--- config.mk ---
export PLATFORM = sky130hd
export DESIGN_NAME = json_string_unescaper_unit
export DESIGN_NICKNAME = d
export VERILOG_FILES = /design/src/rtl/jsu_pkg.sv /design/src/rtl/jsu_front.sv /design/src/rtl/jsu_fifo.sv /design/src/rtl/jsu_back.sv /design/src/rtl/json_string_unescaper_unit.sv
export SDC_FILE = /design/constraint.sdc
export NUM_CORES = 1
export LEC_CHECK = 0
export BUFFER_PORTS_ARGS = -buffer_cell sky130_fd_sc_hd__buf_2
export CAP_MARGIN = 5
export CELL_PAD_IN_SITES_DETAIL_PLACEMENT = 1
export CELL_PAD_IN_SITES_GLOBAL_PLACEMENT = 2
export CORE_ASPECT_RATIO = 1.4
export CORE_MARGIN = 5
export CORE_UTILIZATION = 28
export CTS_CLUSTER_DIAMETER = 200
export DETAILED_ROUTE_END_ITERATION = 6
export PLACE_DENSITY_LB_ADDON = 0.1
export SYNTH_ARGS = -nofsm -noshare
export SYNTH_HDL_FRONTEND = slang
export SYNTH_SLANG_ARGS = --single-unit
export TNS_END_PERCENT = 10
--- constraint.sdc ---
create_clock -name i_clk -period 3.7 [get_ports i_clk]
set_input_delay 0.185 -clock i_clk [delete_from_list [all_inputs] [get_ports i_clk]]
set_output_delay 0.185 -clock i_clk [all_outputs]
set_load 0.03 [all_outputs]
--- src/rtl/jsu_pkg.sv ---
// Shared types and constants for the JSON string unescaper.
// Used by the front decoder, the entry queue, the back serialiser and the top level.
package jsu_pkg;

    localparam int FIFO_DEPTH = 4;
    localparam int FIFO_AW    = $clog2(FIFO_DEPTH);

    localparam logic [7:0] CH_BSLASH = 8'h5C;
    localparam logic [7:0] CH_TAB    = 8'h09;
    localparam logic [7:0] CH_SPACE  = 8'd32;

    typedef enum logic [2:0] {
        PH_NORMAL = 3'd0,
        PH_ESCAPE = 3'd1,
        PH_HEX0   = 3'd2,
        PH_HEX1   = 3'd3,
        PH_HEX2   = 3'd4,
        PH_HEX3   = 3'd5
    } t_phase;

    typedef enum logic [1:0] {
        ERR_NONE    = 2'd0,
        ERR_BAD_HEX = 2'd1,
        ERR_SHORT_U = 2'd2
    } t_err;

    // One decoded input item: up to three data bytes, plus end-of-string info.
    typedef struct packed {
        logic [2:0][7:0] data;
        logic [1:0]      count;
        logic            last;
        t_err            err;
    } t_entry;

endpackage

--- src/rtl/jsu_front.sv ---
// Front decoder: accepts content bytes, tracks escape state and emits queue entries.
// Depends on jsu_pkg.
module jsu_front (
    input  logic             i_clk,
    input  logic             i_rst_n,
    input  logic             i_valid,
    input  logic [7:0]       i_in_byte,
    input  logic             i_byte_present,
    input  logic             i_last_in,
    input  logic             i_full,
    output logic             o_stall,
    output logic             o_push,
    output jsu_pkg::t_entry  o_entry
);

    jsu_pkg::t_phase r_phase, n_phase;
    logic [11:0]     r_accum, n_accum;
    jsu_pkg::t_err   r_err, n_err;

    logic            accept;
    logic            take;
    logic            hex_ok;
    logic [3:0]      hex_d;
    logic [15:0]     cp;
    logic [2:0][7:0] data;
    logic [1:0]      count;
    jsu_pkg::t_err   err_final;
    logic            in_hex;

    assign o_stall = i_full;
    assign accept  = i_valid && !i_full;
    assign take    = i_byte_present && (r_err == jsu_pkg::ERR_NONE);
    assign cp      = {r_accum, hex_d};

    always_comb begin
        hex_ok = 1'b1;
        hex_d  = 4'd0;
        if (i_in_byte >= 8'h30 && i_in_byte <= 8'h39) begin
            hex_d = i_in_byte[3:0];
        end else if ((i_in_byte >= 8'h61 && i_in_byte <= 8'h66) ||
                     (i_in_byte >= 8'h41 && i_in_byte <= 8'h46)) begin
            hex_d = i_in_byte[3:0] + 4'd9;
        end else begin
            hex_ok = 1'b0;
        end
    end

    always_comb begin
        n_phase   = r_phase;
        n_accum   = r_accum;
        n_err     = r_err;
        data      = '0;
        count     = 2'd0;
        err_final = jsu_pkg::ERR_NONE;
        in_hex    = 1'b0;
        if (take) begin
            case (r_phase)
                jsu_pkg::PH_ESCAPE: begin
                    n_phase = jsu_pkg::PH_NORMAL;
                    count   = 2'd1;
                    case (i_in_byte)
                        8'h62: data[0] = 8'd8;
                        8'h66: data[0] = 8'd12;
                        8'h6E: data[0] = 8'd10;
                        8'h72: data[0] = 8'd13;
                        8'h74: data[0] = 8'd9;
                        8'h76: data[0] = 8'd11;
                        8'h75: begin
                            count   = 2'd0;
                            n_phase = jsu_pkg::PH_HEX0;
                            n_accum = '0;
                        end
                        default: begin
                            data[0] = i_in_byte;
                            // drop an escaped NUL
                            if (i_in_byte == 8'd0) begin
                                count = 2'd0;
                            end
                        end
                    endcase
                end
                jsu_pkg::PH_HEX0, jsu_pkg::PH_HEX1, jsu_pkg::PH_HEX2: begin
                    if (!hex_ok) begin
                        n_err   = jsu_pkg::ERR_BAD_HEX;
                        n_phase = jsu_pkg::PH_NORMAL;
                        n_accum = '0;
                    end else begin
                        n_accum = {r_accum[7:0], hex_d};
                        case (r_phase)
                            jsu_pkg::PH_HEX0: n_phase = jsu_pkg::PH_HEX1;
                            jsu_pkg::PH_HEX1: n_phase = jsu_pkg::PH_HEX2;
                            default:          n_phase = jsu_pkg::PH_HEX3;
                        endcase
                    end
                end
                jsu_pkg::PH_HEX3: begin
                    n_phase = jsu_pkg::PH_NORMAL;
                    n_accum = '0;
                    if (!hex_ok) begin
                        n_err = jsu_pkg::ERR_BAD_HEX;
                    end else if (cp < 16'h0080) begin
                        data[0] = cp[7:0];
                        count   = (cp == 16'd0) ? 2'd0 : 2'd1;
                    end else if (cp < 16'h0800) begin
                        data[0] = 8'hC0 | {3'b000, cp[10:6]};
                        data[1] = 8'h80 | {2'b00, cp[5:0]};
                        count   = 2'd2;
                    end else begin
                        data[0] = 8'hE0 | {4'h0, cp[15:12]};
                        data[1] = 8'h80 | {2'b00, cp[11:6]};
                        data[2] = 8'h80 | {2'b00, cp[5:0]};
                        count   = 2'd3;
                    end
                end
                default: begin
                    n_phase = jsu_pkg::PH_NORMAL;
                    data[0] = i_in_byte;
                    if (i_in_byte == jsu_pkg::CH_BSLASH) begin
                        n_phase = jsu_pkg::PH_ESCAPE;
                    end else if (i_in_byte >= jsu_pkg::CH_SPACE ||
                                 i_in_byte == jsu_pkg::CH_TAB) begin
                        count = 2'd1;
                    end
                end
            endcase
        end
        if (i_last_in) begin
            in_hex = (n_phase == jsu_pkg::PH_HEX0) || (n_phase == jsu_pkg::PH_HEX1) ||
                     (n_phase == jsu_pkg::PH_HEX2) || (n_phase == jsu_pkg::PH_HEX3);
            err_final = n_err;
            if (n_err == jsu_pkg::ERR_NONE && in_hex) begin
                err_final = jsu_pkg::ERR_SHORT_U;
            end
            // start the next string clean
            n_phase = jsu_pkg::PH_NORMAL;
            n_accum = '0;
            n_err   = jsu_pkg::ERR_NONE;
        end
    end

    assign o_push        = accept && ((count != 2'd0) || i_last_in);
    assign o_entry.data  = data;
    assign o_entry.count = count;
    assign o_entry.last  = i_last_in;
    assign o_entry.err   = err_final;

    always_ff @(posedge i_clk) begin
        if (!i_rst_n) begin
            r_phase <= jsu_pkg::PH_NORMAL;
            r_accum <= '0;
            r_err   <= jsu_pkg::ERR_NONE;
        end else if (accept) begin
            r_phase <= n_phase;
            r_accum <= n_accum;
            r_err   <= n_err;
        end
    end

endmodule

--- src/rtl/jsu_fifo.sv ---
// Short queue of decoded entries between the front decoder and the back serialiser.
// Depends on jsu_pkg for the entry type and depth.
module jsu_fifo (
    input  logic             i_clk,
    input  logic             i_rst_n,
    input  logic             i_push,
    input  jsu_pkg::t_entry  i_entry,
    input  logic             i_pop,
    output logic             o_full,
    output logic             o_empty,
    output jsu_pkg::t_entry  o_head
);

    localparam int CW = jsu_pkg::FIFO_AW + 1;

    jsu_pkg::t_entry              r_mem [jsu_pkg::FIFO_DEPTH];
    logic [jsu_pkg::FIFO_AW-1:0]  r_wr, r_rd;
    logic [CW-1:0]                r_cnt, n_cnt;
    logic                         do_push, do_pop;

    assign o_full  = (r_cnt == CW'(jsu_pkg::FIFO_DEPTH));
    assign o_empty = (r_cnt == '0);
    assign o_head  = r_mem[r_rd];
    assign do_push = i_push && !o_full;
    assign do_pop  = i_pop && !o_empty;

    always_comb begin
        n_cnt = r_cnt;
        if (do_push && !do_pop) begin
            n_cnt = r_cnt + CW'(1);
        end else if (do_pop && !do_push) begin
            n_cnt = r_cnt - CW'(1);
        end
    end

    always_ff @(posedge i_clk) begin
        if (do_push) begin
            r_mem[r_wr] <= i_entry;
        end
    end

    always_ff @(posedge i_clk) begin
        if (!i_rst_n) begin
            r_wr  <= '0;
            r_rd  <= '0;
            r_cnt <= '0;
        end else begin
            r_cnt <= n_cnt;
            if (do_push) begin
                r_wr <= r_wr + jsu_pkg::FIFO_AW'(1);
            end
            if (do_pop) begin
                r_rd <= r_rd + jsu_pkg::FIFO_AW'(1);
            end
        end
    end

endmodule

--- src/rtl/jsu_back.sv ---
// Back serialiser: walks each queued entry byte by byte into the output register.
// Depends on jsu_pkg for the entry type.
module jsu_back (
    input  logic             i_clk,
    input  logic             i_rst_n,
    input  logic             i_empty,
    input  jsu_pkg::t_entry  i_head,
    output logic             o_pop,
    input  logic             i_stall,
    output logic             o_valid,
    output logic [7:0]       o_out_byte,
    output logic             o_out_present,
    output logic             o_last_out,
    output logic [1:0]       o_error_kind
);

    logic       r_valid;
    logic [7:0] r_byte;
    logic       r_present;
    logic       r_last;
    logic [1:0] r_err;
    logic [1:0] r_idx, n_idx;

    logic       load;
    logic       take;
    logic [1:0] final_idx;
    logic       at_end;

    assign load      = !r_valid || !i_stall;
    assign take      = load && !i_empty;
    // a bare end marker still takes one result slot
    assign final_idx = (i_head.count == 2'd0) ? 2'd0 : i_head.count - 2'd1;
    assign at_end    = (r_idx == final_idx);
    assign o_pop     = take && at_end;

    always_comb begin
        n_idx = r_idx;
        if (take) begin
            n_idx = at_end ? 2'd0 : r_idx + 2'd1;
        end
    end

    always_ff @(posedge i_clk) begin
        if (!i_rst_n) begin
            r_valid <= 1'b0;
            r_idx   <= 2'd0;
        end else begin
            r_idx <= n_idx;
            if (load) begin
                r_valid <= !i_empty;
            end
        end
    end

    always_ff @(posedge i_clk) begin
        if (take) begin
            r_present <= (i_head.count != 2'd0);
            r_byte    <= (i_head.count != 2'd0) ? i_head.data[r_idx] : 8'd0;
            r_last    <= i_head.last && at_end;
            r_err     <= (i_head.last && at_end) ? i_head.err : jsu_pkg::ERR_NONE;
        end
    end

    assign o_valid       = r_valid;
    assign o_out_byte    = r_byte;
    assign o_out_present = r_present;
    assign o_last_out    = r_last;
    assign o_error_kind  = r_err;

endmodule

--- src/rtl/json_string_unescaper_unit.sv ---
// JSON string unescaper: one content byte in, zero to three unescaped bytes out.
// Usage:
//   Input channel (i_valid / o_stall) carries one content byte of a quoted string per
//   item, with i_byte_present low for an empty string and i_last_in on the final item.
//   Output channel (o_valid / i_stall) carries one byte per item; o_out_present low marks
//   a bare end marker, o_last_out flags the final result and o_error_kind holds the
//   string's error code on that result (zero elsewhere).
//   When the queue and the output register are empty, an accepted item is written into the
//   queue and then loaded into the output register, which raises o_valid.
//   Throughput is one input item per cycle while each yields at most one byte and i_stall
//   is low; a \u escape that encodes to two or three UTF-8 bytes is sent one byte at a time
//   through the single-byte output register. A four-entry queue absorbs the burst, and
//   o_stall rises only when the queue is full.
//   Reset (i_rst_n low, synchronous) empties the queue and output register and returns
//   the escape state to normal with no error held.
//   While i_stall is high the output item holds; the front keeps accepting until the
//   queue fills.
module json_string_unescaper_unit (
    input  logic       i_clk,
    input  logic       i_rst_n,
    input  logic       i_valid,
    output logic       o_stall,
    input  logic [7:0] i_in_byte,
    input  logic       i_byte_present,
    input  logic       i_last_in,
    output logic       o_valid,
    input  logic       i_stall,
    output logic [7:0] o_out_byte,
    output logic       o_out_present,
    output logic       o_last_out,
    output logic [1:0] o_error_kind
);

    logic            push;
    logic            pop;
    logic            full;
    logic            empty;
    jsu_pkg::t_entry entry;
    jsu_pkg::t_entry head;

    jsu_front u_front (
        .i_clk          (i_clk),
        .i_rst_n        (i_rst_n),
        .i_valid        (i_valid),
        .i_in_byte      (i_in_byte),
        .i_byte_present (i_byte_present),
        .i_last_in      (i_last_in),
        .i_full         (full),
        .o_stall        (o_stall),
        .o_push         (push),
        .o_entry        (entry)
    );

    jsu_fifo u_fifo (
        .i_clk   (i_clk),
        .i_rst_n (i_rst_n),
        .i_push  (push),
        .i_entry (entry),
        .i_pop   (pop),
        .o_full  (full),
        .o_empty (empty),
        .o_head  (head)
    );

    jsu_back u_back (
        .i_clk         (i_clk),
        .i_rst_n       (i_rst_n),
        .i_empty       (empty),
        .i_head        (head),
        .o_pop         (pop),
        .i_stall       (i_stall),
        .o_valid       (o_valid),
        .o_out_byte    (o_out_byte),
        .o_out_present (o_out_present),
        .o_last_out    (o_last_out),
        .o_error_kind  (o_error_kind)
    );

endmodule

==> flow_metrics.env <==
export IMPL_cts_buffers=17
export IMPL_synth_edf_count=120
export IMPL_p_leak_nw=2.72
export IMPL_post_dp_hpwl_mm=12.8
export IMPL_clock_sinks=149
export IMPL_dp_slack_ns=0.271
export IMPL_drtAntennaViolNets=0
export IMPL_worstHoldPathType="in2reg"
export IMPL_tightest_slew_ns=0.765
export IMPL_pin_count=28
export IMPL_worstPathRequired_ns=4.05
export IMPL_grtUsageTotal_pct=13.8
export IMPL_path_delay_family="simple AND/OR/NAND/NOR gates"
export IMPL_die_area_um2=27900
export IMPL_critPathKind="reg2reg"
export IMPL_status="complete, no violations"
export IMPL_gp_congestion=0.775
export IMPL_setup_worst_path_end_class="register"
export IMPL_final_layout_size_suffix_gt1_share_pct=21.0
export IMPL_path_cells="or4_4, nor4_4, o211ai_1, o311ai_2, nand3_2, o31a_4, ha_1, inv_1, fa_1, xor2_1, or3_1, a21boi_0"
export IMPL_cts_root_buffer="clkbuf_16"
export IMPL_critical_path_max_stage_delay_ns=0.58
export IMPL_initial_core_util_pct=28.2
export IMPL_crit_fanout=8
export IMPL_synthSimpleGateAreaFrac_pct=13.0
export IMPL_grt_pass1_wl_mm=29.2
export IMPL_cts_tree="done"
export IMPL_rsz0062_at_grt="no"
export IMPL_post_route_period_util_pct=89.4
export IMPL_post_cts_buffers=0
export IMPL_ctsHoldBuffers=0
export IMPL_via_per_inst=4.89
export IMPL_area_delta_synth_final_pct=17.7
export IMPL_die_y_um=196
export IMPL_setup_tns_ns=0
export IMPL_hold_viol_final=0
export IMPL_yosys_area_top_type="edfxtp_1"
export IMPL_synth_area_leaders="edfxtp_1 52%, mux4_2 8.8%, dfxtp_1 8.4%, nor2_1 2.2%, a22oi_1 2.2%"
export IMPL_finClkSkew_ns=0.00719
export IMPL_final_cell_mix="120 x edfxtp_1, 41 x nor2_1, 29 x a21oi_1"
export IMPL_drt_wl_total_mm=18.2
export IMPL_layout_min_cycle_time_ns=3.31
export IMPL_synth_seq_area_share_pct=60.6
export IMPL_peakVddDrop_uv=307
export IMPL_syn_inst=515
export IMPL_dr_pass1_iters=5
export IMPL_grt_pass1_vias=4946
export IMPL_dieWidth_um=143
export IMPL_yosys_register_bits=149
export IMPL_cp_start_kind="register"
export IMPL_final_common_cell="edfxtp_1"
export IMPL_final_util_pct=33.1
export IMPL_grt_max_degree=34
export IMPL_async_flop_share_pct=0
export IMPL_synth_ff_type="edfxtp_1"
export IMPL_slew_viol_final=0
export IMPL_nets=577
export IMPL_wire_per_inst_um=20.6
export IMPL_antenna_found_initial=0
export IMPL_grt_overflow=0
export IMPL_synth_compound_area_share_pct=10.3
export IMPL_cp_slowest_cell="or4_4"
export IMPL_synth_top_area_share_pct=52.2
export IMPL_synth_top_family_by_area="simple AND/OR/NAND/NOR gates"
export IMPL_cts_buffer_depth=2
export IMPL_setup_viol_count_final=0
export IMPL_yosys_warnings=0
export IMPL_path_clk_slew_ns=0.06
export IMPL_clk_latency_ns=0.42
export IMPL_synth_cell_types=61
export IMPL_fmax_ghz=0.302
export IMPL_synthXorXnorAreaFrac_pct=0.889
export IMPL_maxSlewHeadroom_pct=48.8
export IMPL_core_area_um2=24500
export IMPL_cp_arrival_ns=3.65
export IMPL_htreeDepth=4
export IMPL_n_antenna_cell=0
export IMPL_syn_avg_cell_area_um2=13.4
export IMPL_drc_errors=0
export IMPL_drtIter0Drc=197
export IMPL_via_count=4305
export IMPL_p_per_area_nw_per_um2=632
export IMPL_synthesis_nets=539
export IMPL_ctsResizeCount=0
export IMPL_finalWorstSetupSlack_ns=0.391
export IMPL_synth_area_um2=6900
export IMPL_synthAdderAreaFrac_pct=1.92
export IMPL_maxCapViolations=0
export IMPL_synth_mux_area_share_pct=10.7
export IMPL_path_buf_inv=1
export IMPL_rows=68
export IMPL_io_buffer_count=27
-- stage by stage --
step                instance area [um2]  cells  hold WS (ns)  total power, mW
global placement                   7480    849         0.459             3.32
CTS                                8120    881        0.0101             5.24
floorplan                          6900    515         0.284             2.97
finish                             8120    881        0.0403             5.13
detailed placement                 7480    849         0.469             3.34
global route                       8120    881        0.0628             5.43
-- final timing paths --
path / startpoint / endpoint / slack [ns] / cells after the start
max: u_front.r_accum[8] / u_fifo.r_cnt[2] / 0.39 / 12
min: i_stall / u_back.o_valid / 0.04 / 3
max reg2reg: u_front.r_accum[8] / u_fifo.r_cnt[2] / 0.39 / 12
min reg2reg: u_back.o_valid / u_back.o_valid / 0.48 / 2
-- layout make-up --
| class | instances | area (um2) |
|---|---|---|
| Fill cell | 2631 | 16400 |
| Sequential cell | 149 | 4190 |
| Multi-Input combinational cell | 324 | 2550 |
| Clock buffer | 19 | 433 |
| Tap cell | 315 | 394 |
| Timing Repair Buffer | 50 | 308 |
| Clock inverter | 13 | 205 |
| Inverter | 11 | 41.3 |
-- worst min-delay path: stages --
cell and delay [ns]:
buf_2 0.10, nand2_1 0.05, a21boi_0 0.06
-- synthesized netlist by cell type, types with 4 or more instances --
cell / n
a21o_1: 4
a21oi_1: 29
a22oi_1: 20
and2_1: 10
and3_1: 10
buf_2: 8
clkbuf_1: 21
dfxtp_1: 29
edfxtp_1: 120
ha_1: 9
inv_1: 11
mux2i_1: 11
mux4_2: 27
nand2_1: 20
nand2b_1: 6
nand3_1: 15
nand3b_1: 7
nor2_1: 41
nor2b_1: 21
nor3_1: 11
nor3b_1: 4
o21ai_0: 17
o21bai_1: 5
xnor2_1: 4
-- report_power, final --
group / switching, mW / internal, mW / leakage, nW / total (mW)
logic: 0.687 / 0.424 / 1.07 / 1.11
clock network: 0.668 / 1.20 / 0.305 / 1.86
registers: 0.0875 / 2.07 / 1.34 / 2.16
-- flip-flops by register name (all words and copies together) (netlist names), named ones only --
| name | cells |
|---|---|
| u_back.o_last_out | 1 |
| u_back.r_idx | 2 |
| u_back.o_error_kind | 2 |
| u_back.o_out_byte | 8 |
| u_fifo.r_wr | 2 |
| u_front.r_phase | 3 |
| u_front.r_accum | 12 |
| u_back.o_out_present | 1 |
| u_front.r_err | 2 |
| u_fifo.r_cnt | 3 |
| u_fifo.r_rd | 2 |
| u_back.o_valid | 1 |
| u_fifo.r_mem | 108 |
-- cell families after synthesis --
family,Yosys count
and+or+nand+nor,163
DFF,149
AOI/OAI and AO/OA,104
buffers and inverters,42
muxes,40
adders and majority gates,10
xor gates and xnor gates,7
-- metal layers --
metal,vias up,wire length (um),GRT usage [%]
li1,2057,-,-
met1,2163,7740,16.2
met2,64,9590,24.9
met3,21,416,2.46
met4,0,412,5.07
met5,-,0,0
(Power assumes the default switching activity.)
